$ cat src/rtl/core/osfs_pkg.sv
// shared types, constants and helper functions of the servo controller
package osfs_pkg;

   // field and register widths
   localparam int SampleW  = 10;
   localparam int DriveW   = 10;
   localparam int GainW    = 20;
   localparam int LevelW   = 9;
   localparam int StateW   = 32;
   localparam int FracW    = 16;
   localparam int AccW     = 44;
   localparam int MulAW    = 38;
   localparam int MulBW    = GainW + 1;
   localparam int ProdW    = MulAW + MulBW;
   localparam int CsrAddrW = 5;
   localparam int CsrDataW = 32;
   localparam int RegIdxW  = CsrAddrW - 2;

   // multiply schedule of one control step
   localparam int StepCount = 10;
   localparam int StepW     = $clog2(StepCount);

   // plant model constants, Q16
   localparam logic [GainW-1:0] Phi11 = GainW'(65143);
   localparam logic [GainW-1:0] Phi21 = GainW'(16338);
   localparam logic [GainW-1:0] Gam1  = GainW'(7353);
   localparam logic [GainW-1:0] Gam2  = GainW'(918);

   // register reset values
   localparam logic [GainW-1:0]  GainPosReset   = GainW'(215600);
   localparam logic [GainW-1:0]  GainVelReset   = GainW'(116852);
   localparam logic [GainW-1:0]  GainRefReset   = GainW'(116852);
   localparam logic [GainW-1:0]  ObsOneReset    = GainW'(133438);
   localparam logic [GainW-1:0]  ObsTwoReset    = GainW'(81528);
   localparam logic [GainW-1:0]  ObsIntReset    = GainW'(210346);
   localparam logic [LevelW-1:0] RefLevelReset  = LevelW'(50);

   // drive limits in accumulator width
   localparam logic signed [AccW-1:0] DriveMaxAcc = AccW'(511);
   localparam logic signed [AccW-1:0] DriveMinAcc = AccW'(-512);

   typedef enum logic [1:0] {
      OP_TICK  = 2'd0,
      OP_START = 2'd1,
      OP_STOP  = 2'd2,
      OP_FLIP  = 2'd3
   } osfs_opcode_type;

   typedef enum logic [RegIdxW-1:0] {
      REG_GAIN_POS        = 3'd0,
      REG_GAIN_VEL        = 3'd1,
      REG_GAIN_REF        = 3'd2,
      REG_OBS_GAIN_ONE    = 3'd3,
      REG_OBS_GAIN_TWO    = 3'd4,
      REG_OBS_GAIN_INT    = 3'd5,
      REG_REFERENCE_LEVEL = 3'd6
   } osfs_reg_type;

   typedef enum logic [2:0] {
      ST_IDLE,
      ST_MUL,
      ST_DRAIN,
      ST_COMMIT,
      ST_ZERO
   } osfs_state_type;

   // multiplier operand a
   typedef enum logic [2:0] {
      A_REF,
      A_FIRST,
      A_SECOND,
      A_ERR,
      A_UV
   } osfs_opa_type;

   // multiplier operand b
   typedef enum logic [3:0] {
      B_GAIN_REF,
      B_GAIN_POS,
      B_GAIN_VEL,
      B_PHI11,
      B_PHI21,
      B_OBS_ONE,
      B_OBS_TWO,
      B_OBS_INT,
      B_GAM1,
      B_GAM2
   } osfs_opb_type;

   // accumulator that takes a product
   typedef enum logic [1:0] {
      DST_U,
      DST_N1,
      DST_N2,
      DST_ND
   } osfs_dst_type;

   typedef struct packed {
      osfs_opa_type a_sel;
      osfs_opb_type b_sel;
      osfs_dst_type dst;
      logic         sub;
   } osfs_mop_type;

   typedef struct packed {
      logic         load;
      logic         mul_valid;
      osfs_mop_type mop;
      logic         ref_negative;
      logic         commit;
      logic         zero_out;
   } osfs_cmd_type;

   typedef struct packed {
      logic [GainW-1:0]  gain_pos;
      logic [GainW-1:0]  gain_vel;
      logic [GainW-1:0]  gain_ref;
      logic [GainW-1:0]  obs_gain_one;
      logic [GainW-1:0]  obs_gain_two;
      logic [GainW-1:0]  obs_gain_int;
      logic [LevelW-1:0] reference_level;
   } osfs_cfg_type;

   // multiply schedule: control law first, then observer update
   function automatic osfs_mop_type step_mop(input logic [StepW-1:0] step);
      osfs_mop_type m;
      m = '{a_sel: A_REF, b_sel: B_GAIN_REF, dst: DST_U, sub: 1'b0};
      unique case (step)
         4'd0: m = '{a_sel: A_REF,    b_sel: B_GAIN_REF, dst: DST_U,  sub: 1'b0};
         4'd1: m = '{a_sel: A_FIRST,  b_sel: B_GAIN_POS, dst: DST_U,  sub: 1'b1};
         4'd2: m = '{a_sel: A_SECOND, b_sel: B_GAIN_VEL, dst: DST_U,  sub: 1'b1};
         4'd3: m = '{a_sel: A_FIRST,  b_sel: B_PHI11,    dst: DST_N1, sub: 1'b0};
         4'd4: m = '{a_sel: A_FIRST,  b_sel: B_PHI21,    dst: DST_N2, sub: 1'b0};
         4'd5: m = '{a_sel: A_ERR,    b_sel: B_OBS_ONE,  dst: DST_N1, sub: 1'b0};
         4'd6: m = '{a_sel: A_ERR,    b_sel: B_OBS_TWO,  dst: DST_N2, sub: 1'b0};
         4'd7: m = '{a_sel: A_ERR,    b_sel: B_OBS_INT,  dst: DST_ND, sub: 1'b0};
         4'd8: m = '{a_sel: A_UV,     b_sel: B_GAM1,     dst: DST_N1, sub: 1'b0};
         4'd9: m = '{a_sel: A_UV,     b_sel: B_GAM2,     dst: DST_N2, sub: 1'b0};
         default: m = '{a_sel: A_REF, b_sel: B_GAIN_REF, dst: DST_U, sub: 1'b0};
      endcase
      return m;
   endfunction

   // clamp an accumulator value to the signed state range
   function automatic logic signed [StateW-1:0] sat_state(input logic signed [AccW-1:0] x);
      logic fits;
      fits = (&x[AccW-1:StateW-1]) | ~(|x[AccW-1:StateW-1]);
      if (fits) begin
         return x[StateW-1:0];
      end else if (x[AccW-1]) begin
         return {1'b1, {(StateW-1){1'b0}}};
      end else begin
         return {1'b0, {(StateW-1){1'b1}}};
      end
   endfunction

   // integer part truncated toward zero, clamped to the drive range
   function automatic logic signed [DriveW-1:0] sat_drive(input logic signed [AccW-1:0] x);
      logic signed [AccW-1:0] q;
      q = x >>> FracW;
      if (x[AccW-1] && (|x[FracW-1:0])) begin
         q = q + AccW'(1);
      end
      if (q > DriveMaxAcc) begin
         return DriveMaxAcc[DriveW-1:0];
      end else if (q < DriveMinAcc) begin
         return DriveMinAcc[DriveW-1:0];
      end else begin
         return q[DriveW-1:0];
      end
   endfunction

endpackage

$ cat src/rtl/core/osfs_csr.sv
// configuration registers behind the apb-style port
module osfs_csr import osfs_pkg::*; (
   input  logic                clock,
   input  logic                reset,
   input  logic                csr_psel,
   input  logic                csr_penable,
   input  logic                csr_pwrite,
   input  logic [CsrAddrW-1:0] csr_paddr,
   input  logic [CsrDataW-1:0] csr_pwdata,
   output logic [CsrDataW-1:0] csr_prdata,
   output logic                csr_pready,
   output osfs_cfg_type        cfg
);

   osfs_cfg_type cfg_ff;
   osfs_cfg_type cfg_in;
   osfs_reg_type reg_idx;
   logic         wr_en;

   assign reg_idx    = osfs_reg_type'(csr_paddr[CsrAddrW-1:2]);
   assign wr_en      = csr_psel && csr_penable && csr_pwrite;
   assign csr_pready = 1'b1;
   assign cfg        = cfg_ff;

   // register write decode
   always_comb begin
      cfg_in = cfg_ff;
      if (wr_en) begin
         unique case (reg_idx)
            REG_GAIN_POS:        cfg_in.gain_pos        = csr_pwdata[GainW-1:0];
            REG_GAIN_VEL:        cfg_in.gain_vel        = csr_pwdata[GainW-1:0];
            REG_GAIN_REF:        cfg_in.gain_ref        = csr_pwdata[GainW-1:0];
            REG_OBS_GAIN_ONE:    cfg_in.obs_gain_one    = csr_pwdata[GainW-1:0];
            REG_OBS_GAIN_TWO:    cfg_in.obs_gain_two    = csr_pwdata[GainW-1:0];
            REG_OBS_GAIN_INT:    cfg_in.obs_gain_int    = csr_pwdata[GainW-1:0];
            REG_REFERENCE_LEVEL: cfg_in.reference_level = csr_pwdata[LevelW-1:0];
            default:             cfg_in = cfg_ff;
         endcase
      end
   end

   // read mux
   always_comb begin
      unique case (reg_idx)
         REG_GAIN_POS:        csr_prdata = CsrDataW'(cfg_ff.gain_pos);
         REG_GAIN_VEL:        csr_prdata = CsrDataW'(cfg_ff.gain_vel);
         REG_GAIN_REF:        csr_prdata = CsrDataW'(cfg_ff.gain_ref);
         REG_OBS_GAIN_ONE:    csr_prdata = CsrDataW'(cfg_ff.obs_gain_one);
         REG_OBS_GAIN_TWO:    csr_prdata = CsrDataW'(cfg_ff.obs_gain_two);
         REG_OBS_GAIN_INT:    csr_prdata = CsrDataW'(cfg_ff.obs_gain_int);
         REG_REFERENCE_LEVEL: csr_prdata = CsrDataW'(cfg_ff.reference_level);
         default:             csr_prdata = '0;
      endcase
   end

   always_ff @(posedge clock) begin
      if (reset) begin
         cfg_ff.gain_pos        <= GainPosReset;
         cfg_ff.gain_vel        <= GainVelReset;
         cfg_ff.gain_ref        <= GainRefReset;
         cfg_ff.obs_gain_one    <= ObsOneReset;
         cfg_ff.obs_gain_two    <= ObsTwoReset;
         cfg_ff.obs_gain_int    <= ObsIntReset;
         cfg_ff.reference_level <= RefLevelReset;
      end else begin
         cfg_ff <= cfg_in;
      end
   end

endmodule

$ cat config.mk
export PLATFORM = sky130hd
export DESIGN_NAME = osfs_csr
export DESIGN_NICKNAME = d
export VERILOG_FILES = /design/src/rtl/core/osfs_pkg.sv /design/src/rtl/core/osfs_csr.sv
export SDC_FILE = /design/constraint.sdc
export NUM_CORES = 1
export LEC_CHECK = 0
export BUFFER_PORTS_ARGS = -buffer_cell sky130_fd_sc_hd__buf_4
export CAP_MARGIN = 20
export CELL_PAD_IN_SITES_DETAIL_PLACEMENT = 1
export CELL_PAD_IN_SITES_GLOBAL_PLACEMENT = 1
export CORE_UTILIZATION = 40
export DETAILED_ROUTE_END_ITERATION = 6
export PLACE_DENSITY = 0.82
export SLEW_MARGIN = 20
export SYNTH_ARGS = -nofsm -noshare
export SYNTH_HDL_FRONTEND = slang
export SYNTH_SLANG_ARGS = --single-unit
$ cat constraint.sdc
create_clock -name clock -period 3.3 [get_ports clock]
set_input_delay 0.66 -clock clock [delete_from_list [all_inputs] [get_ports clock]]
set_output_delay 0.66 -clock clock [all_outputs]
set_load 0.05 [all_outputs]
# [Word-level counts from Yosys, hierarchy flattened]
# Index checks and enable logic that the tools add are counted.
[word_totals] ff_bits=129 inputBits=42 output_inout_bits=162 wordCells=24
[classes] eq_ne=6 n_mux=1 reduce_logical=10
[ops] operator="one-hot mux 20 bit (7 select lines)" n=1
[ops] operator="AND reduction 2 bit" n=7
[ops] operator="equality test 3 bit (second input constant)" n=3
[ops] operator="equality test 3 x 2 -> 1 bit (second input constant)" n=2
[ops] operator="equality test 3 x 1 -> 1 bit (second input constant)" n=1
[ops] operator="logical NOT 3 bit" n=1
[ops] operator="logical AND 1 bit" n=2

# [Depth between registers and ports, before layout]
[logic_depth] ltp_word=3 ltp_mapped=6 ltp_nobuf=3

# [Least setup slack after synthesis]
# No wires, ideal clock.
[synth_path] path_kind="input to output" from="in csr_paddr[3]" to="out csr_prdata[1]" arrival_ns=2.511 t_required_ns=2.640 slack_ns=0.129 cell_stages=5 n_path_buf=2 path_cell_list="buf_6 nand2b_4 buf_2 o221a_2 a221oi_1"
[synth_via] elab_chain_len=2 word_cells_on_any_way=8 classes_between="6 x eq/ne; 1 x mux; 1 x reduce/logical"
[synth_rtl] element="start, declared" line_no="osfs_csr.sv:8" text="input logic [CsrAddrW-1:0] csr_paddr,"
[synth_rtl] element="equality test 3 bit (tied with other cells)" line_no="osfs_csr.sv:44" text="unique case (reg_idx)"
[synth_rtl] element="one-hot mux 20 bit (7 select lines) (*)" line_no="osfs_csr.sv:44"
[synth_rtl] element="end, declared" line_no="osfs_csr.sv:10" text="output logic [CsrDataW-1:0] csr_prdata,"
# Mark *: on every way between the ends. The rest lies on a longest branch, timed or not.

# [Final worst setup path]
[layout_path] from="in csr_paddr[2]" to="out csr_prdata[0]"
# Same word-level chain as after synthesis.

==> run summary <==
Critical Path Most Common Cell -> buf_4
CTS Buf Count -> 17
Fill cells -> 1738
global-route wire length before repair -> 36.8 mm
Post-CTS Setup Bufs -> 0
Pins Over Slew Limit -> 0
Post-DP HPWL -> 16.0 mm
design area -> 8080 µm²
Die X -> 126 µm
share of cells above drive strength 1 -> 0.310
clock buffer depth -> 2
final setup violation count -> 0
YS warnings -> 0
DRT iter0 DRCs -> 419
Final Hold Fails -> 0
io pins -> 204
Clock Skews -> 0 ns
sequential fraction of the synthesis area -> 0.421
Leak -> 3.53 nW
Max-slew headroom -> 0.289
area leader, netlist -> dfxtp_1
Skew-Pair Late Insertion Delay -> 0.42 ns
outcome -> finished clean
routed len/inst -> 22.9 µm
initial antenna violation count -> 0
H-tree levels -> 4
worst slew pin tran -> 1.06 ns
period utilization -> 0.919
slowest stage cell, crit path -> nor2b_1
num rows -> 44
CTS Hold Buffers Added -> 0
final period demand of the worst path -> 3.03 ns
critical path class -> in2out
Sink Count -> 129
Critical Path RT -> 2.64 ns
multi-input logic area -> 3130 µm²
crit path max fanout -> 38
Vias -> 6191
die height -> 126 µm
Worst-path clk slew -> 0.05 ns
All-Layer GR Usage -> 0.302
CTS tree -> yes
CP max stage delay -> 0.89 ns
Min Hold Slack -> 0.491 ns
cell area after synthesis -> 6140 µm²
Crit. End Element -> output port
CTS Root Cell -> clkbuf_16
top cells by area, synth -> dfxtp_1, mux2i_1, a21oi_1
met1 usage -> 0.382
Pre-antenna DRT Iters -> 5
HP Class -> reg2reg
Crit path arrival time -> 2.37 ns
TNS Setup -> 0 ns
Detailed Route WL -> 23.9 mm
Placer Congestion -> 0.844
Core ar. -> 14800 µm²
Mapped Avg Cell Area -> 8.94 µm²
register bit total from synthesis -> 129
via/cell ratio -> 5.95
met2 usage in global routing -> 0.510
post-CTS sizing -> 0
number of port buffers -> 176
Yosys cell types -> 41
remaining antenna violation count after routing -> 0
Starting Density -> 0.416
GR peak layer -> met2
GR Util met3 -> 0.0646
grt total ovfl -> 0
max reg flops -> 129
area delta synth->final -> 31.6%
FF/Latch Area -> 2580 µm²
Max Cap Viol -> 0
Syn Inst Count -> 687
area post-placement -> 7510 µm²
area of the die -> 15900 µm²
worst vdd ir -> 387 µV
R2R Setup Slk -> 2.42 ns
RSZ-0062 raised after global routing -> false
Pwr Density -> 480 nW/µm²
Ant. Diodes -> 0
final net count -> 886
highest achievable clock rate -> 330 MHz
Cell Chain, Critical Path -> buf_4 -> nor2b_1 -> a221o_1 -> buf_4
vias in the first global route -> 6404
Remaining DRCs -> 0
largest net degree at the start of global routing -> 58
CP startpoint kind -> input port
post-synth top area share -> 0.421
==> routing by layer <==
layer  vias up  share of wire  routed length [µm]
met2       274           0.49               11700
met1      3120           0.42               10100
li1       2758              -                   -
met5         -              0                   0
met4         0          0.021                 499
met3        39          0.067                1610
==> logic make-up after synthesis <==
kind of cell / Yosys count / share of synthesized area
buffers and inverters: 88 / 0.0774
AO/OA/AOI/OAI: 174 / 0.168
flip-flops: 129 / 0.421
multiplexers: 108 / 0.181
AND/OR/NAND/NOR: 186 / 0.152
other: 2 / 0.00122
==> where the power goes <==
group / total, mW / switching, mW / internal [mW] / leakage [nW]
clock network: 1.81 / 0.700 / 1.11 / 0.268
logic: 0.482 / 0.346 / 0.136 / 2.22
registers: 1.58 / 0.0107 / 1.57 / 1.04
total: 3.88 / 1.06 / 2.82 / 3.53
==> cell usage after synthesis (all sizes together) <==
master / count
o221ai: 4
and4b: 3
inv: 12
a221o: 5
nand3: 67
a211o: 1
and4: 1
and2b: 1
mux4: 1
or3: 2
buf: 47
nand2b: 15
or2: 1
nor2: 75
nand2: 10
a22oi: 4
dfxtp: 129
nand4b: 4
nor3b: 1
o32ai: 5
a21oi: 67
conb: 2
a221oi: 6
clkbuf: 29
nor2b: 3
o221a: 6
o31ai: 5
nand4: 1
a31oi: 2
nor4bb: 2
o21ai: 64
a32oi: 2
mux2i: 91
o22ai: 3
mux2: 16
==> through the flow <==
stage               power [mW]   util  cells  setup slack (ns)
finish                    3.88  0.548   1041             0.267
global route              3.99  0.548   1041             0.249
CTS                       3.88  0.548   1041             0.306
detailed placement        2.09  0.509   1009             0.311
global placement          2.08  0.509   1009             0.266
floorplan                 1.94      -    698             0.129
==> critical path: cells and delay by family <==
family          cells  cell delay [ns]
buf+inv             2             0.49
compound gates      1             0.32
simple gates        1             0.89
==> path summary, 6_finish.rpt <==
check,start,endpoint,cells after the start
min reg2reg,cfg[23]$_SDFFE_PP0P_,cfg[23]$_SDFFE_PP0P_,2
max reg2reg,cfg[16]$_SDFFE_PP1P_,cfg[16]$_SDFFE_PP1P_,3
max,csr_paddr[2],csr_prdata[0],4
min,cfg[23]$_SDFFE_PP0P_,cfg[23]$_SDFFE_PP0P_,2
==> final cells by class <==
cell class / instances / area share
multi-input cells: 481 / 0.387
clock buffers: 24 / 0.0609
well taps: 184 / 0.0285
repair buffers: 203 / 0.189
flip-flops and latches: 129 / 0.320
clock inverters: 8 / 0.00976
inverters: 12 / 0.00557
==> placed cells by master, fill, tap and decap left out, types with 5 or more instances in the layout <==
master,count
nand2b_1,14
clkbuf_16,17
nand2_1,6
dfxtp_1,129
inv_1,12
buf_4,203
o21ai_0,64
o31ai_1,5
conb_1,13
nand3_1,67
o32ai_1,5
a21oi_1,67
mux2_2,16
a221oi_1,6
o221a_2,6
nor2_1,73
mux2i_1,91
a221o_1,5
Power figures use the tool's default switching activity.
