==> src/rtl/core/osfs_pkg.sv <==
// shared types, constants and helper functions of the servo controller
package osfs_pkg;

   // field and register widths
   localparam int SampleW  = 10;
   localparam int DriveW   = 10;
   localparam int GainW    = 20;
   localparam int LevelW   = 9;
   localparam int StateW   = 32;
   localparam int FracW    = 16;
   localparam int AccW     = 44;
   localparam int MulAW    = 38;
   localparam int MulBW    = GainW + 1;
   localparam int ProdW    = MulAW + MulBW;
   localparam int CsrAddrW = 5;
   localparam int CsrDataW = 32;
   localparam int RegIdxW  = CsrAddrW - 2;

   // multiply schedule of one control step
   localparam int StepCount = 10;
   localparam int StepW     = $clog2(StepCount);

   // plant model constants, Q16
   localparam logic [GainW-1:0] Phi11 = GainW'(65143);
   localparam logic [GainW-1:0] Phi21 = GainW'(16338);
   localparam logic [GainW-1:0] Gam1  = GainW'(7353);
   localparam logic [GainW-1:0] Gam2  = GainW'(918);

   // register reset values
   localparam logic [GainW-1:0]  GainPosReset   = GainW'(215600);
   localparam logic [GainW-1:0]  GainVelReset   = GainW'(116852);
   localparam logic [GainW-1:0]  GainRefReset   = GainW'(116852);
   localparam logic [GainW-1:0]  ObsOneReset    = GainW'(133438);
   localparam logic [GainW-1:0]  ObsTwoReset    = GainW'(81528);
   localparam logic [GainW-1:0]  ObsIntReset    = GainW'(210346);
   localparam logic [LevelW-1:0] RefLevelReset  = LevelW'(50);

   // drive limits in accumulator width
   localparam logic signed [AccW-1:0] DriveMaxAcc = AccW'(511);
   localparam logic signed [AccW-1:0] DriveMinAcc = AccW'(-512);

   typedef enum logic [1:0] {
      OP_TICK  = 2'd0,
      OP_START = 2'd1,
      OP_STOP  = 2'd2,
      OP_FLIP  = 2'd3
   } osfs_opcode_type;

   typedef enum logic [RegIdxW-1:0] {
      REG_GAIN_POS        = 3'd0,
      REG_GAIN_VEL        = 3'd1,
      REG_GAIN_REF        = 3'd2,
      REG_OBS_GAIN_ONE    = 3'd3,
      REG_OBS_GAIN_TWO    = 3'd4,
      REG_OBS_GAIN_INT    = 3'd5,
      REG_REFERENCE_LEVEL = 3'd6
   } osfs_reg_type;

   typedef enum logic [2:0] {
      ST_IDLE,
      ST_MUL,
      ST_DRAIN,
      ST_COMMIT,
      ST_ZERO
   } osfs_state_type;

   // multiplier operand a
   typedef enum logic [2:0] {
      A_REF,
      A_FIRST,
      A_SECOND,
      A_ERR,
      A_UV
   } osfs_opa_type;

   // multiplier operand b
   typedef enum logic [3:0] {
      B_GAIN_REF,
      B_GAIN_POS,
      B_GAIN_VEL,
      B_PHI11,
      B_PHI21,
      B_OBS_ONE,
      B_OBS_TWO,
      B_OBS_INT,
      B_GAM1,
      B_GAM2
   } osfs_opb_type;

   // accumulator that takes a product
   typedef enum logic [1:0] {
      DST_U,
      DST_N1,
      DST_N2,
      DST_ND
   } osfs_dst_type;

   typedef struct packed {
      osfs_opa_type a_sel;
      osfs_opb_type b_sel;
      osfs_dst_type dst;
      logic         sub;
   } osfs_mop_type;

   typedef struct packed {
      logic         load;
      logic         mul_valid;
      osfs_mop_type mop;
      logic         ref_negative;
      logic         commit;
      logic         zero_out;
   } osfs_cmd_type;

   typedef struct packed {
      logic [GainW-1:0]  gain_pos;
      logic [GainW-1:0]  gain_vel;
      logic [GainW-1:0]  gain_ref;
      logic [GainW-1:0]  obs_gain_one;
      logic [GainW-1:0]  obs_gain_two;
      logic [GainW-1:0]  obs_gain_int;
      logic [LevelW-1:0] reference_level;
   } osfs_cfg_type;

   // multiply schedule: control law first, then observer update
   function automatic osfs_mop_type step_mop(input logic [StepW-1:0] step);
      osfs_mop_type m;
      m = '{a_sel: A_REF, b_sel: B_GAIN_REF, dst: DST_U, sub: 1'b0};
      unique case (step)
         4'd0: m = '{a_sel: A_REF,    b_sel: B_GAIN_REF, dst: DST_U,  sub: 1'b0};
         4'd1: m = '{a_sel: A_FIRST,  b_sel: B_GAIN_POS, dst: DST_U,  sub: 1'b1};
         4'd2: m = '{a_sel: A_SECOND, b_sel: B_GAIN_VEL, dst: DST_U,  sub: 1'b1};
         4'd3: m = '{a_sel: A_FIRST,  b_sel: B_PHI11,    dst: DST_N1, sub: 1'b0};
         4'd4: m = '{a_sel: A_FIRST,  b_sel: B_PHI21,    dst: DST_N2, sub: 1'b0};
         4'd5: m = '{a_sel: A_ERR,    b_sel: B_OBS_ONE,  dst: DST_N1, sub: 1'b0};
         4'd6: m = '{a_sel: A_ERR,    b_sel: B_OBS_TWO,  dst: DST_N2, sub: 1'b0};
         4'd7: m = '{a_sel: A_ERR,    b_sel: B_OBS_INT,  dst: DST_ND, sub: 1'b0};
         4'd8: m = '{a_sel: A_UV,     b_sel: B_GAM1,     dst: DST_N1, sub: 1'b0};
         4'd9: m = '{a_sel: A_UV,     b_sel: B_GAM2,     dst: DST_N2, sub: 1'b0};
         default: m = '{a_sel: A_REF, b_sel: B_GAIN_REF, dst: DST_U, sub: 1'b0};
      endcase
      return m;
   endfunction

   // clamp an accumulator value to the signed state range
   function automatic logic signed [StateW-1:0] sat_state(input logic signed [AccW-1:0] x);
      logic fits;
      fits = (&x[AccW-1:StateW-1]) | ~(|x[AccW-1:StateW-1]);
      if (fits) begin
         return x[StateW-1:0];
      end else if (x[AccW-1]) begin
         return {1'b1, {(StateW-1){1'b0}}};
      end else begin
         return {1'b0, {(StateW-1){1'b1}}};
      end
   endfunction

   // integer part truncated toward zero, clamped to the drive range
   function automatic logic signed [DriveW-1:0] sat_drive(input logic signed [AccW-1:0] x);
      logic signed [AccW-1:0] q;
      q = x >>> FracW;
      if (x[AccW-1] && (|x[FracW-1:0])) begin
         q = q + AccW'(1);
      end
      if (q > DriveMaxAcc) begin
         return DriveMaxAcc[DriveW-1:0];
      end else if (q < DriveMinAcc) begin
         return DriveMinAcc[DriveW-1:0];
      end else begin
         return q[DriveW-1:0];
      end
   endfunction

endpackage

==> src/rtl/core/osfs_ctrl.sv <==
// controller: command decode, tick divider and multiply sequencer
module osfs_ctrl import osfs_pkg::*; #(
   parameter int TICKS_PER_STEP = 5
) (
   input  logic            clock,
   input  logic            reset,
   input  logic            req_valid,
   input  osfs_opcode_type req_opcode,
   output logic            req_ready,
   input  logic            rsp_ready,
   output logic            rsp_valid,
   output osfs_cmd_type    cmd
);

   localparam int TickW = $clog2(TICKS_PER_STEP + 1);
   localparam logic [TickW-1:0] TickLast = TickW'(TICKS_PER_STEP);
   localparam logic [StepW-1:0] StepLast = StepW'(StepCount - 1);

   osfs_state_type   state_ff, state_in;
   logic [StepW-1:0] step_ff, step_in;
   logic [TickW-1:0] tick_ff, tick_in;
   logic             running_ff, running_in;
   logic             ref_neg_ff, ref_neg_in;
   logic             rsp_valid_ff, rsp_valid_in;

   logic             accept;
   logic [TickW-1:0] tick_next;
   logic             step_tick;
   logic             slot_free;
   logic             publish;

   assign accept    = req_valid && (state_ff == ST_IDLE);
   assign tick_next = tick_ff + TickW'(1);
   assign step_tick = (tick_next >= TickLast);
   assign slot_free = !rsp_valid_ff || rsp_ready;
   assign publish   = ((state_ff == ST_COMMIT) || (state_ff == ST_ZERO)) && slot_free;
   assign rsp_valid = rsp_valid_ff;

   // next state
   always_comb begin
      state_in = state_ff;
      unique case (state_ff) inside
         ST_IDLE: begin
            if (accept && (req_opcode == OP_TICK) && step_tick) begin
               state_in = running_ff ? ST_MUL : ST_ZERO;
            end
         end
         ST_MUL: begin
            if (step_ff == StepLast) begin
               state_in = ST_DRAIN;
            end
         end
         ST_DRAIN: state_in = ST_COMMIT;
         ST_COMMIT, ST_ZERO: begin
            if (slot_free) begin
               state_in = ST_IDLE;
            end
         end
         default: state_in = ST_IDLE;
      endcase
   end

   // outputs and control registers
   always_comb begin
      req_ready    = (state_ff == ST_IDLE);
      step_in      = step_ff;
      tick_in      = tick_ff;
      running_in   = running_ff;
      ref_neg_in   = ref_neg_ff;
      rsp_valid_in = (rsp_valid_ff && !rsp_ready) || publish;

      cmd              = '0;
      cmd.mop          = step_mop(step_ff);
      cmd.ref_negative = ref_neg_ff;
      cmd.mul_valid    = (state_ff == ST_MUL);
      cmd.commit       = (state_ff == ST_COMMIT) && slot_free;
      cmd.zero_out     = (state_ff == ST_ZERO) && slot_free;

      // command and tick beats
      if (accept) begin
         unique case (req_opcode)
            OP_TICK: begin
               tick_in  = step_tick ? '0 : tick_next;
               cmd.load = step_tick && running_ff;
            end
            OP_START: running_in = 1'b1;
            OP_STOP:  running_in = 1'b0;
            OP_FLIP:  ref_neg_in = !ref_neg_ff;
            default:  running_in = running_ff;
         endcase
      end

      // multiply step counter
      if (state_ff == ST_MUL) begin
         step_in = (step_ff == StepLast) ? '0 : step_ff + StepW'(1);
      end
   end

   always_ff @(posedge clock) begin
      if (reset) begin
         state_ff     <= ST_IDLE;
         step_ff      <= '0;
         tick_ff      <= '0;
         running_ff   <= 1'b0;
         ref_neg_ff   <= 1'b0;
         rsp_valid_ff <= 1'b0;
      end else begin
         state_ff     <= state_in;
         step_ff      <= step_in;
         tick_ff      <= tick_in;
         running_ff   <= running_in;
         ref_neg_ff   <= ref_neg_in;
         rsp_valid_ff <= rsp_valid_in;
      end
   end

endmodule

==> config.mk <==
export PLATFORM = sky130hd
export DESIGN_NAME = osfs_ctrl
export DESIGN_NICKNAME = d
export VERILOG_FILES = /design/src/rtl/core/osfs_pkg.sv /design/src/rtl/core/osfs_ctrl.sv
export SDC_FILE = /design/constraint.sdc
export NUM_CORES = 1
export LEC_CHECK = 0
export BUFFER_PORTS_ARGS = -buffer_cell sky130_fd_sc_hd__buf_4
export CORE_MARGIN = 3
export CORE_UTILIZATION = 38
export CTS_BUF_LIST = sky130_fd_sc_hd__clkbuf_16
export CTS_CLUSTER_SIZE = 25
export DETAILED_ROUTE_END_ITERATION = 12
export PLACE_DENSITY = 0.68
export SLEW_MARGIN = 20
export SYNTH_ARGS = -nofsm -noshare
export SYNTH_HDL_FRONTEND = slang
export SYNTH_SLANG_ARGS = --single-unit
==> constraint.sdc <==
create_clock -name clock -period 2.9 [get_ports clock]
set_clock_uncertainty 0.2 [all_clocks]
set_input_delay 0.29 -clock clock [delete_from_list [all_inputs] [get_ports clock]]
set_output_delay 0.29 -clock clock [all_outputs]
set_load 0.005 [all_outputs]
* Yosys cells after proc, flatten, opt, wreduce, memory -nomap -nowiden
Memory sizes are Yosys's and may differ from the RTL's. A register that Yosys moved wholly into a read port is not among the register bits. Index checks and enable logic that the tools add are counted.
Storage, ports and cells: input bits 6, register bits after elaboration 13, logic and storage cells 55, memories kept 1, ROM bits 160
Operators by class: add/sub/neg operators 2, mux-type cells 12, reductions and logical operators 22, equal/unequal tests 11, magnitude comparators 1
Memories:
- (name not given) | depth 16, width 10, read ports 1, clocked after memory_dff 1, wr ports 0, RTL line osfs_pkg.sv:128 | unique case (step)
Operators by type and width (count):
- $mux 3 | 5
- $mux 4 | 3
- $pmux 3 s4 | 1
- $logic_and 1x1->1 | 8
- $eq 3x2->1 const B | 2
- $reduce_and 2->1 | 3
- $add 4x1->4 const B | 1
- $eq 2x2->1 const B | 2
- $eq 4x4->1 const B | 1
- $ne 2x1->1 const B | 2
- $add 3x1->3 const B | 1
- $eq 3x1->1 const B | 1
- $eq 3x3->1 const B | 1
- $ge 3x3->1 const B | 1
- $logic_not 1->1 | 3
- $logic_not 3->1 | 1
- $logic_or 1x1->1 | 3
- $reduce_and 3->1 | 1
- $eq 2x1->1 const B | 1
- $logic_not 2->1 | 1
- $mux 1 | 2
- $ne 2x2->1 const B | 1
- $pmux 1 s2 | 1
- $reduce_bool 2->1 | 1
- $reduce_or 2->1 | 1

* Longest topological paths before layout
Gate-level depths: netlist of run 1.
depth after elaboration 6, mapped depth 10

* Worst setup path before layout of run 1
OpenSTA, ideal clock, no wires.
kind register to register, start point reg state_ff[2], end point reg cmd[5] (netlist name), library setup time 100 ps, period minus slack after synthesis 2296 ps, required time 2600 ps, stages on the path, launching flop included 11, arrival 1996 ps, setup slack 604 ps, buffers on the path 1, cells stage by stage dfxtp_1 -> or3b_1 -> buf_2 -> clkinv_2 -> nand2_1 -> o21ai_1 -> nand2b_1 -> inv_1 -> ha_1 -> nor2b_4 -> a2111oi_4
RTL lines:
- from (decl) | RTL line osfs_ctrl.sv:19 | osfs_state_type state_ff, state_in;
- from (signal assigned) | RTL line osfs_ctrl.sv:108 | state_ff <= state_in;

* Worst setup path after layout of run 1
start point reg state_ff[0], end point reg cmd[5] (netlist name)
Between the ends: cells in the longest elaborated chain, start to end 3
Ends and longest elaborated chain:
- $eq 3x1->1 | RTL line osfs_ctrl.sv:94 | if (state_ff == ST_MUL) begin
- $mux 4 (no line) (2 in a row)
No other way between the ends. A chain may end at the register's enable or synchronous reset.

==> out/metrics.csv, run 1 <==
stage;metric;value;unit
synthesis;syn avg cell area;8.16;um^2
critical_path;Startpoint Class;register;
cts;worst skew pair latency;0.26;ns
cts;post_cts resized;0;
global_routing;pin count of the biggest net entering global routing;17;
critical_path;FF-to-FF setup slack;0.23;ns
pwr;switching share of power;19.8;%
cts;root buffer cell;clkbuf_16;
routing;Routed WL per cell;12.3;um
synthesis;syn nets;173;
critical_path;kind of critical path;reg2reg;
sta;Worst Slack Setup Final;0.231;ns
sta;RSZ-0062 raised after global routing;false;
cts;Reg clk slew, reported paths;0.06;ns
finish;commonest non-fill, non-tap cell in the layout;nor2_1;
synthesis;top_reg_cell synth;dfxtp_1;
routing;total number of vias;1139;
synthesis;sequential fraction of the synthesis area;34.4;%
pwr;clock share of power;46.1;%
die;die area;4100;um^2
routing;vias per cell;5.22;
run;Max Cap Viol;0;
synthesis;Netlist cell types;43;
pwr;Power Internal;0.000501;W
sta;final period utilization;92.0;%
synthesis;Synth Instances;157;
finish;Layout Nets;192;
die;Chip Width;64.1;um
place;PortBufs;22;
sta;Final Max Slew Viols;0;
routing;Residual DRC;0;
routing;Post-DRT Antenna Nets;0;
cts;Post-CTS Setup Inserts;0;
routing;1st-iter DRT viols;65;
synthesis;synthesized flop and latch total;22;
pwr;Seq pwr share;49.4;%
pwr;Pleak;0.666;nW
critical_path;Buf+Inv Stages, Crit Path;2;
critical_path;Worst Path Arrival;2.63;ns
finish;share of layout cells above drive strength 1;18.4;%
routing;drt first pass iters;4;
cts;clock buffer depth;2;
critical_path;crit-path max cell delay;0.52;ns
pwr;maximum vdd drop;0.000191;V
cts;TritonCTS clock tree;yes;
global_routing;vias in the first global route;1045;
pwr;Sw Pwr;0.000124;W
synthesis;synthesis warning total;0;
global_routing;initial antenna violation count;0;
critical_path;CP Cell Sequence;or3b_1 -> clkinv_2 -> nand2_1 -> o21ai_1 -> nand2b_1 -> inv_1 -> ha_1 -> nor2b_4 -> a2111oi_4;
global_routing;global route overflow;0;
die;IO Count;23;
hold_path;Hold Path Class;in2reg;
pwr;cell area power density;407;nW/um^2
global_routing;first-pass GRT wire length;4.46;mm
sta;transition time of the tightest slew-check pin;0.393;ns
sta;final setup vio count;0;
place;RD Place Congestion;0.860;
finish;commonest cells after routing, fill and taps aside;23 x nor2_1, 22 x dfxtp_1, 22 x buf_4;
finish;Area growth syn-to-layout;19.8;%
die;core footprint;3130;um^2
synthesis;Post-synth EDFFs;0;
sta;fmax;0.375;GHz
finish;ant diodes;0;
routing;drt total wl;2.67;mm
place;DP Worst Slack;0.258;ns
cts;Num Clock Sinks;22;
synthesis;fraction of registers with async set/reset;0;%
sta;Total Neg Setup Slack;0;ns
critical_path;crit-path leading delay family;simple AND/OR/NAND/NOR gates;
sta;Slew headroom;73.7;%
cts;TritonCTS buffer count;3;
critical_path;Worst EP required;2.86;ns
pwr;Comb power frac;4.5;%
critical_path;CP max FO;11;
critical_path;Crit. End Element;register;
outcome;outcome;complete, no violations;
die;Die H;64.1;um
cts;# hold bufs at CTS;0;
critical_path;Slowest cell on crit path;or3b_1;
sta;crit path time final;2.67;ns
sta;final hold vios;0;
synthesis;mapped cell area;1280;um^2
global_routing;Total GRT Usage;13.7;%
place;Final HPWL DP;2.05;mm
die;Starting Density;41.0;%
cts;H-tree levels;1;
die;# rows;20;
## per-layer routing
metal | routed length, um | track usage (%) | vias to the layer above
met5 | 0 | 0 | -
met4 | 56 | 6.47 | 0
met3 | 162 | 2.81 | 5
met2 | 1280 | 23.2 | 35
met1 | 1170 | 16.5 | 528
li1 | - | - | 571
## area by class of cell
type                            instances  area, um^2
Tap cell                               44        55.1
Sequential cell                        22         440
Multi-Input combinational cell        111         738
Inverter                               16        61.3
Clock buffer                            3        75.1
Fill cell                             312        1590
Timing Repair Buffer                   22         165
## metrics by stage
step | hold WS [ns] | std cells | util [%] | instance area (um^2) | total power (W)
3_5_place_dp | 0.306 | 215 | 46.7 | 1460 | 0.000343
2_1_floorplan | 0.173 | 157 | - | 1280 | 0.000332
6_report | 0.140 | 218 | 49.1 | 1540 | 0.000624
4_1_cts | 0.133 | 218 | 49.1 | 1540 | 0.000630
3_3_place_gp | 0.296 | 215 | 46.7 | 1460 | 0.000342
5_1_grt | 0.151 | 218 | 49.1 | 1540 | 0.000640
## cells in the mapped netlist (all sizes together), types with 4 or more instances
library cell	number	share of area (%)
buf	5	2.3
a31oi	4	2.0
nand3	6	2.3
and3	4	2.0
nor2	23	6.7
dfxtp	22	34
o21ai	6	2.3
nand2	13	3.8
inv	14	4.1
a21oi	7	3.0
nor3	4	1.6
ha	10	9.8
## flip-flops by register name, indices dropped and copies added, names as in the netlist
| name | cells |
|---|---|
| cmd | 9 |
| ref_neg_ff | 1 |
| rsp_valid | 1 |
| running_ff | 1 |
| state_ff | 3 |
| step_ff | 4 |
| tick_ff | 3 |
## power groups by stage
stage | Sequential (W) | Clock, W | Combinational, W
2_1_floorplan | 0.000314 | 0 | 0.0000173
3_3_place_gp | 0.000315 | 0 | 0.0000270
3_5_place_dp | 0.000315 | 0 | 0.0000285
4_1_cts | 0.000308 | 0.000293 | 0.0000285
5_1_grt | 0.000309 | 0.000300 | 0.0000318
6_report | 0.000308 | 0.000288 | 0.0000281
## cells by family (layout without fill, tap and decap cells)
logic type	count (synthesis)	count (layout)	synth area share [%]
simple gates	65	65	25.7
compound gates	29	29	17.1
flops	22	22	34.4
xor+xnor	4	4	2.73
buf+inv	24	41	8.01
fa+ha+maj	10	10	9.77
mux	3	3	2.34
## final timing paths
path          startpoint         end  cells past startpoint
max          state_ff[0]      cmd[5]                      9
max reg2reg  state_ff[0]      cmd[5]                      9
min                reset      cmd[5]                      2
min reg2reg   tick_ff[1]  tick_ff[1]                      2
No activity file was read; power rests on OpenSTA's default activity.
==> run 2, diff against run 1 <==
--- a/config.mk
+++ b/config.mk
@@ -5,6 +5,7 @@
 export SDC_FILE = /design/constraint.sdc
 export NUM_CORES = 1
 export LEC_CHECK = 0
+export ABC_AREA = 1
 export BUFFER_PORTS_ARGS = -buffer_cell sky130_fd_sc_hd__buf_4
 export CORE_MARGIN = 3
 export CORE_UTILIZATION = 38
==> run 2 against run 1 <==
  * Sequential power increased by 45%
  * Worst hold slack got worse by 0.056 ns
  * Sequential share of layout area increased by 0.50 points
  * Routed wire length fell by 13%
  * Global-route usage decreased by 0.97 points
  * Sequential cell count stayed put
  * Total power up 130%
  * Worst setup slack better by 0.67 ns
  * Synthesized cell count rose by 3.8%
  * Die area is 5.1% lower
  * Area after synthesis shrank 5.7%
  * Critical endpoint is now cmd[14]
  * Highest routed layer unchanged
==> out/metrics.csv, run 2 <==
stage;metric;value;unit
global_routing;vias in the first global route;948;
finish;fillcell total;287;
critical_path;Worst EP required;2.41;ns
cts;Post-CTS Setup Inserts;0;
sta;final hold vios;0;
synthesis;Synth top cells by count;33 x nand2_1, 24 x inv_1, 22 x dfxtp_1, 22 x nor2_1, 10 x ha_1;
finish;share of layout cells above drive strength 1;27.4;%
sta;RSZ-0062 raised after global routing;false;
routing;vias per cell;4.49;
sta;Slew headroom;79.6;%
finish;design area;1510;um^2
finish;max reg flops;9;
sta;transition time of the tightest slew-check pin;0.305;ns
finish;commonest non-fill, non-tap cell in the layout;nand2_1;
routing;drt first pass iters;4;
pwr;Pleak;0.777;nW
cts;TritonCTS clock tree;yes;
critical_path;Worst Path Arrival;1.51;ns
synthesis;syn avg cell area;7.42;um^2
die;core footprint;2900;um^2
die;IO Count;23;
sta;final setup vio count;0;
synthesis;Synth Instances;163;
cts;clock buffer depth;2;
synthesis;post-synth top area cell;dfxtp_1;
synthesis;sequential fraction of the synthesis area;36.4;%
global_routing;initial antenna violation count;0;
synthesis;syn nets;179;
place;RD Place Congestion;0.796;
synthesis;synthesized flop and latch total;22;
synthesis;mapped cell area;1210;um^2
cts;# hold bufs at CTS;0;
die;Die H;62.4;um
finish;ant diodes;0;
die;Starting Density;41.7;%
synthesis;synthesis warning total;0;
synthesis;most common cell in the netlist;nand2_1;
routing;total number of vias;1024;
finish;Area growth syn-to-layout;24.8;%
finish;storage element area;440;um^2
die;# rows;19;
die;Chip Width;62.4;um
sta;Total Neg Setup Slack;0;ns
critical_path;Startpoint Class;register;
finish;commonest cells after routing, fill and taps aside;33 x nand2_1, 24 x inv_1, 22 x nor2_1, 22 x dfxtp_1, 22 x buf_4;
critical_path;kind of critical path;reg2out;
cts;TritonCTS buffer count;3;
finish;Layout Nets;203;
synthesis;Post-synth EDFFs;0;
routing;Post-DRT Antenna Nets;0;
cts;Reg clk slew, reported paths;0.06;ns
critical_path;Crit. End Element;primary output;
synthesis;top_reg_cell synth;dfxtp_1;
place;PortBufs;22;
synthesis;Netlist cell types;23;
routing;drt total wl;2.34;mm
hold_path;Hold Path Class;in2reg;
cts;root buffer cell;clkbuf_16;
synthesis;fraction of registers with async set/reset;0;%
cts;post_cts resized;0;
place;Area after DPL;1400;um^2
global_routing;pin count of the biggest net entering global routing;14;
run;Max Cap Viol;0;
global_routing;first-pass GRT wire length;3.97;mm
routing;Residual DRC;0;
global_routing;Total GRT Usage;12.8;%
die;die area;3890;um^2
cts;H-tree levels;1;
synthesis;top cell type's share of synthesized area;36.4;%
place;Final HPWL DP;1.76;mm
pwr;maximum vdd drop;0.000417;V
global_routing;global route overflow;0;
sta;crit path time final;2.00;ns
sta;final period utilization;69.0;%
sta;fmax;0.500;GHz
routing;Routed WL per cell;10.2;um
cts;worst skew pair latency;0.25;ns
pwr;cell area power density;944;nW/um^2
routing;1st-iter DRT viols;34;
sta;Final Max Slew Viols;0;
critical_path;CP max FO;3;
finish;Multi-input gate area;631;um^2
outcome;outcome;complete, no violations;
synthesis;top cells by area, synth;dfxtp_1 36%, ha_1 10%, nand2_1 10%;
cts;Num Clock Sinks;22;
==> run 2: changes by cell type after synthesis, sizes merged, moves of 4 or more <==
cell	delta
inv	+16
a31oi	-4
nand3	+7
nand2	+26
and3	-4
==> run 2: report_power, final <==
group / leakage, nW / switching (W) / internal (W)
logic: 0.546 / 0.000350 / 0.000240
registers: 0.180 / 0.0000611 / 0.000387
clock network: 0.0511 / 0.000113 / 0.000274
==> run 2: final timing paths <==
kind	from	endpoint	slack, ns	depth (start not counted)
worst min-delay path	reset	running_ff	0.08	2
worst min register to register	tick_ff[2]	tick_ff[2]	0.28	2
worst max-delay path	tick_ff[0]	cmd[14]	0.90	7
worst max register to register	step_ff[1]	cmd[3]	0.94	11
==> run 2: through the flow <==
stage / utilization [%] / power, W / instances / setup WS, ns / hold WS, ns
after detailed placement: 48.4 / 0.00104 / 224 / 0.976 / 0.267
after global routing: 52.0 / 0.00154 / 228 / 0.797 / 0.0995
after floorplan: - / 0.000856 / 163 / 1.11 / 0.244
after CTS: 52.0 / 0.00144 / 228 / 0.888 / 0.0802
after global placement: 48.4 / 0.00103 / 224 / 1.06 / 0.256
final: 52.0 / 0.00142 / 228 / 0.899 / 0.0847
==> run 2: routing by layer <==
| layer | GRT usage, % | vias to the layer above | share of wire [%] |
|---|---|---|---|
| li1 | - | 550 | - |
| met1 | 15.9 | 451 | 48 |
| met2 | 21.2 | 19 | 47 |
| met3 | 2.52 | 4 | 3.2 |
| met4 | 5.79 | 0 | 1.9 |
| met5 | 0 | - | 0 |
==> run 2: worst max-delay path: stages, from the launching register on <==
cell,delay [ns]
dfxtp_1,0.36
inv_1,0.08
ha_1,0.30
nor2_1,0.05
nor2_1,0.16
nand2_1,0.10
nor2_1,0.09
buf_4,0.11
==> run 2: cell families (layout without fill, tap and decap cells) <==
group / after synthesis / after routing / share of synthesized area [%]
buffers and inverters: 33 / 56 / 11.4
AND/OR/NAND/NOR: 80 / 80 / 32.1
flip-flops: 22 / 22 / 36.4
AO/OA/AOI/OAI: 17 / 17 / 9.01
adder cells (fa/ha/maj): 10 / 10 / 10.4
XOR/XNOR: 1 / 1 / 0.725
==> run 2: layout make-up <==
type	instances	area share, %
flip-flops and latches	22	29.2
well taps	42	3.48
clock buffers	3	4.98
inverters	30	7.63
multi-input cells	108	41.8
repair buffers	22	10.9
clock inverters	1	1.99
==> run 3, diff against run 2 <==
--- a/config.mk
+++ b/config.mk
@@ -5,7 +5,7 @@
 export SDC_FILE = /design/constraint.sdc
 export NUM_CORES = 1
 export LEC_CHECK = 0
-export ABC_AREA = 1
+export ABC_AREA = 0
 export BUFFER_PORTS_ARGS = -buffer_cell sky130_fd_sc_hd__buf_4
 export CORE_MARGIN = 3
 export CORE_UTILIZATION = 38
==> constraint.sdc (replaced) <==
create_clock -name clock -period 2.1 [get_ports clock]
set_clock_uncertainty 0.2 [all_clocks]
set_input_delay 0.21 -clock clock [delete_from_list [all_inputs] [get_ports clock]]
set_output_delay 0.21 -clock clock [all_outputs]
set_load 0.005 [all_outputs]
==> run 3 against run 2 <==
  * Count of clock-buffer cells in the layout stayed put
  * Routed wire length increased by 27%
  * Clock power is 37% higher
  * Via count increased by 20%
  * Final cell count up 4.8%
  * Critical path depth down 2
  * Die area rose by 5.4%
  * Register-to-register slack lost 0.89 ns
  * Largest power group is now the clock network
  * Highest routed layer unchanged
==> out/metrics.csv, run 3 (synthesis results as in run 1) <==
stage;metric;value;unit
critical_path;Worst Path Arrival;1.67;ns
sta;final period utilization;99.2;%
cts;TritonCTS buffer count;3;
finish;Area growth syn-to-layout;40.8;%
run;Max Cap Viol;0;
critical_path;CP max FO;4;
global_routing;global route overflow;0;
sta;Worst Slack Setup Final;0.0171;ns
finish;commonest non-fill, non-tap cell in the layout;buf_4;
cts;TritonCTS clock tree;yes;
cts;Reg clk slew, reported paths;0.06;ns
sta;crit path time final;2.08;ns
pwr;cell area power density;554;nW/um^2
critical_path;Crit. End Element;primary output;
cts;worst skew pair latency;0.25;ns
global_routing;initial antenna violation count;0;
finish;storage element area;447;um^2
finish;ant diodes;0;
finish;Layout Nets;212;
die;Chip Width;64.1;um
pwr;clock share of power;53.1;%
cts;H-tree levels;1;
hold_path;Hold Path Class;in2reg;
finish;commonest cells after routing, fill and taps aside;40 x buf_4, 23 x nor2_1, 19 x dfxtp_1;
routing;Post-DRT Antenna Nets;0;
global_routing;Total GRT Usage;14.6;%
critical_path;Startpoint Class;register;
die;Die H;64.1;um
global_routing;first-pass GRT wire length;4.79;mm
global_routing;vias in the first global route;1112;
pwr;Seq pwr share;42.5;%
pwr;switching share of power;18.0;%
critical_path;Worst EP required;1.69;ns
pwr;Comb power frac;4.4;%
pwr;maximum vdd drop;0.000376;V
finish;Multi-input gate area;810;um^2
finish;max reg flops;9;
die;Starting Density;41.0;%
die;core footprint;3130;um^2
pwr;Pleak;0.786;nW
routing;Routed WL per cell;12.4;um
die;IO Count;23;
routing;total number of vias;1227;
sta;final setup vio count;0;
sta;RSZ-0062 raised after global routing;true;
sta;Hold Worst Slack;0.0737;ns
pwr;Sw Pwr;0.000180;W
place;DP Worst Slack;0.0243;ns
place;Final HPWL DP;2.12;mm
routing;drt first pass iters;4;
finish;share of layout cells above drive strength 1;34.4;%
sta;Slew headroom;70.6;%
die;die area;4100;um^2
cts;clock buffer depth;2;
sta;fmax;0.480;GHz
critical_path;kind of critical path;reg2out;
routing;1st-iter DRT viols;69;
outcome;outcome;complete, no violations;
routing;Residual DRC;0;
die;# rows;20;
place;PortBufs;22;
pwr;Power Internal;0.000820;W
cts;root buffer cell;clkbuf_16;
sta;transition time of the tightest slew-check pin;0.438;ns
routing;drt total wl;2.97;mm
sta;Final Max Slew Viols;0;
place;RD Place Congestion;0.931;
cts;Num Clock Sinks;22;
global_routing;pin count of the biggest net entering global routing;17;
cts;# hold bufs at CTS;0;
finish;fillcell total;286;
routing;vias per cell;5.13;
sta;final hold vios;0;
-- run 3: area by class of cell --
cell class	instances	share of cell area [%]
clock buffer	3	4.16
clock inverter	1	1.66
inverter	16	3.61
sequential	22	24.8
multi-input combinational	111	44.9
timing repair buffer	42	17.9
tap	44	3.05
-- run 3: power groups by stage --
stage	combinational, W	sequential (W)	clock [W]
finish	0.0000441	0.000425	0.000531
global route	0.0000503	0.000425	0.000557
CTS	0.0000400	0.000425	0.000539
detailed placement	0.0000391	0.000435	0
global placement	0.0000376	0.000435	0
floorplan	0.0000240	0.000434	0
-- run 3: worst paths after layout --
kind / startpoint / endpoint / cells after the start / slack, ns
setup / recovery: state_ff[1] / cmd[14] / 5 / 0.02
hold / removal: reset / cmd[5] / 2 / 0.07
setup reg to reg: step_ff[1] / cmd[3] / 9 / 0.05
hold reg to reg: ref_neg_ff / ref_neg_ff / 2 / 0.32
-- run 3: metrics by stage --
step	setup TNS, ns	power [W]	cells	instance area [um^2]	util, %
after floorplan	0	0.000458	157	1320	-
after global placement	0	0.000472	229	1590	51.0
after detailed placement	0	0.000474	229	1590	51.0
after CTS	0	0.00100	234	1730	55.4
after global routing	-0.209	0.00103	239	1800	57.7
final	0	0.00100	239	1800	57.7
-- run 3: timing repair --
action,in CTS,in global routing
endpoints found under the hold margin,0,0
pin swaps,3,1
resized for setup,5,8
setup endpoints to repair,1,7
buffers inserted,1,5
-- run 3: critical path: stages, from the launching register on --
cell	delay, ns
dfxtp_2	0.32
buf_6	0.11
or3_4	0.40
a2111oi_4	0.30
and2_1	0.18
buf_4	0.10
-- run 3: layer usage --
metal / track usage, % / part of all wire [%] / vias to the layer above / wire length (um)
li1: - / - / 608 / -
met1: 18.3 / 44 / 581 / 1290
met2: 24.5 / 50 / 33 / 1500
met3: 2.46 / 4.7 / 5 / 141
met4: 5.93 / 1.2 / 0 / 36
met5: 0 / 0 / - / 0
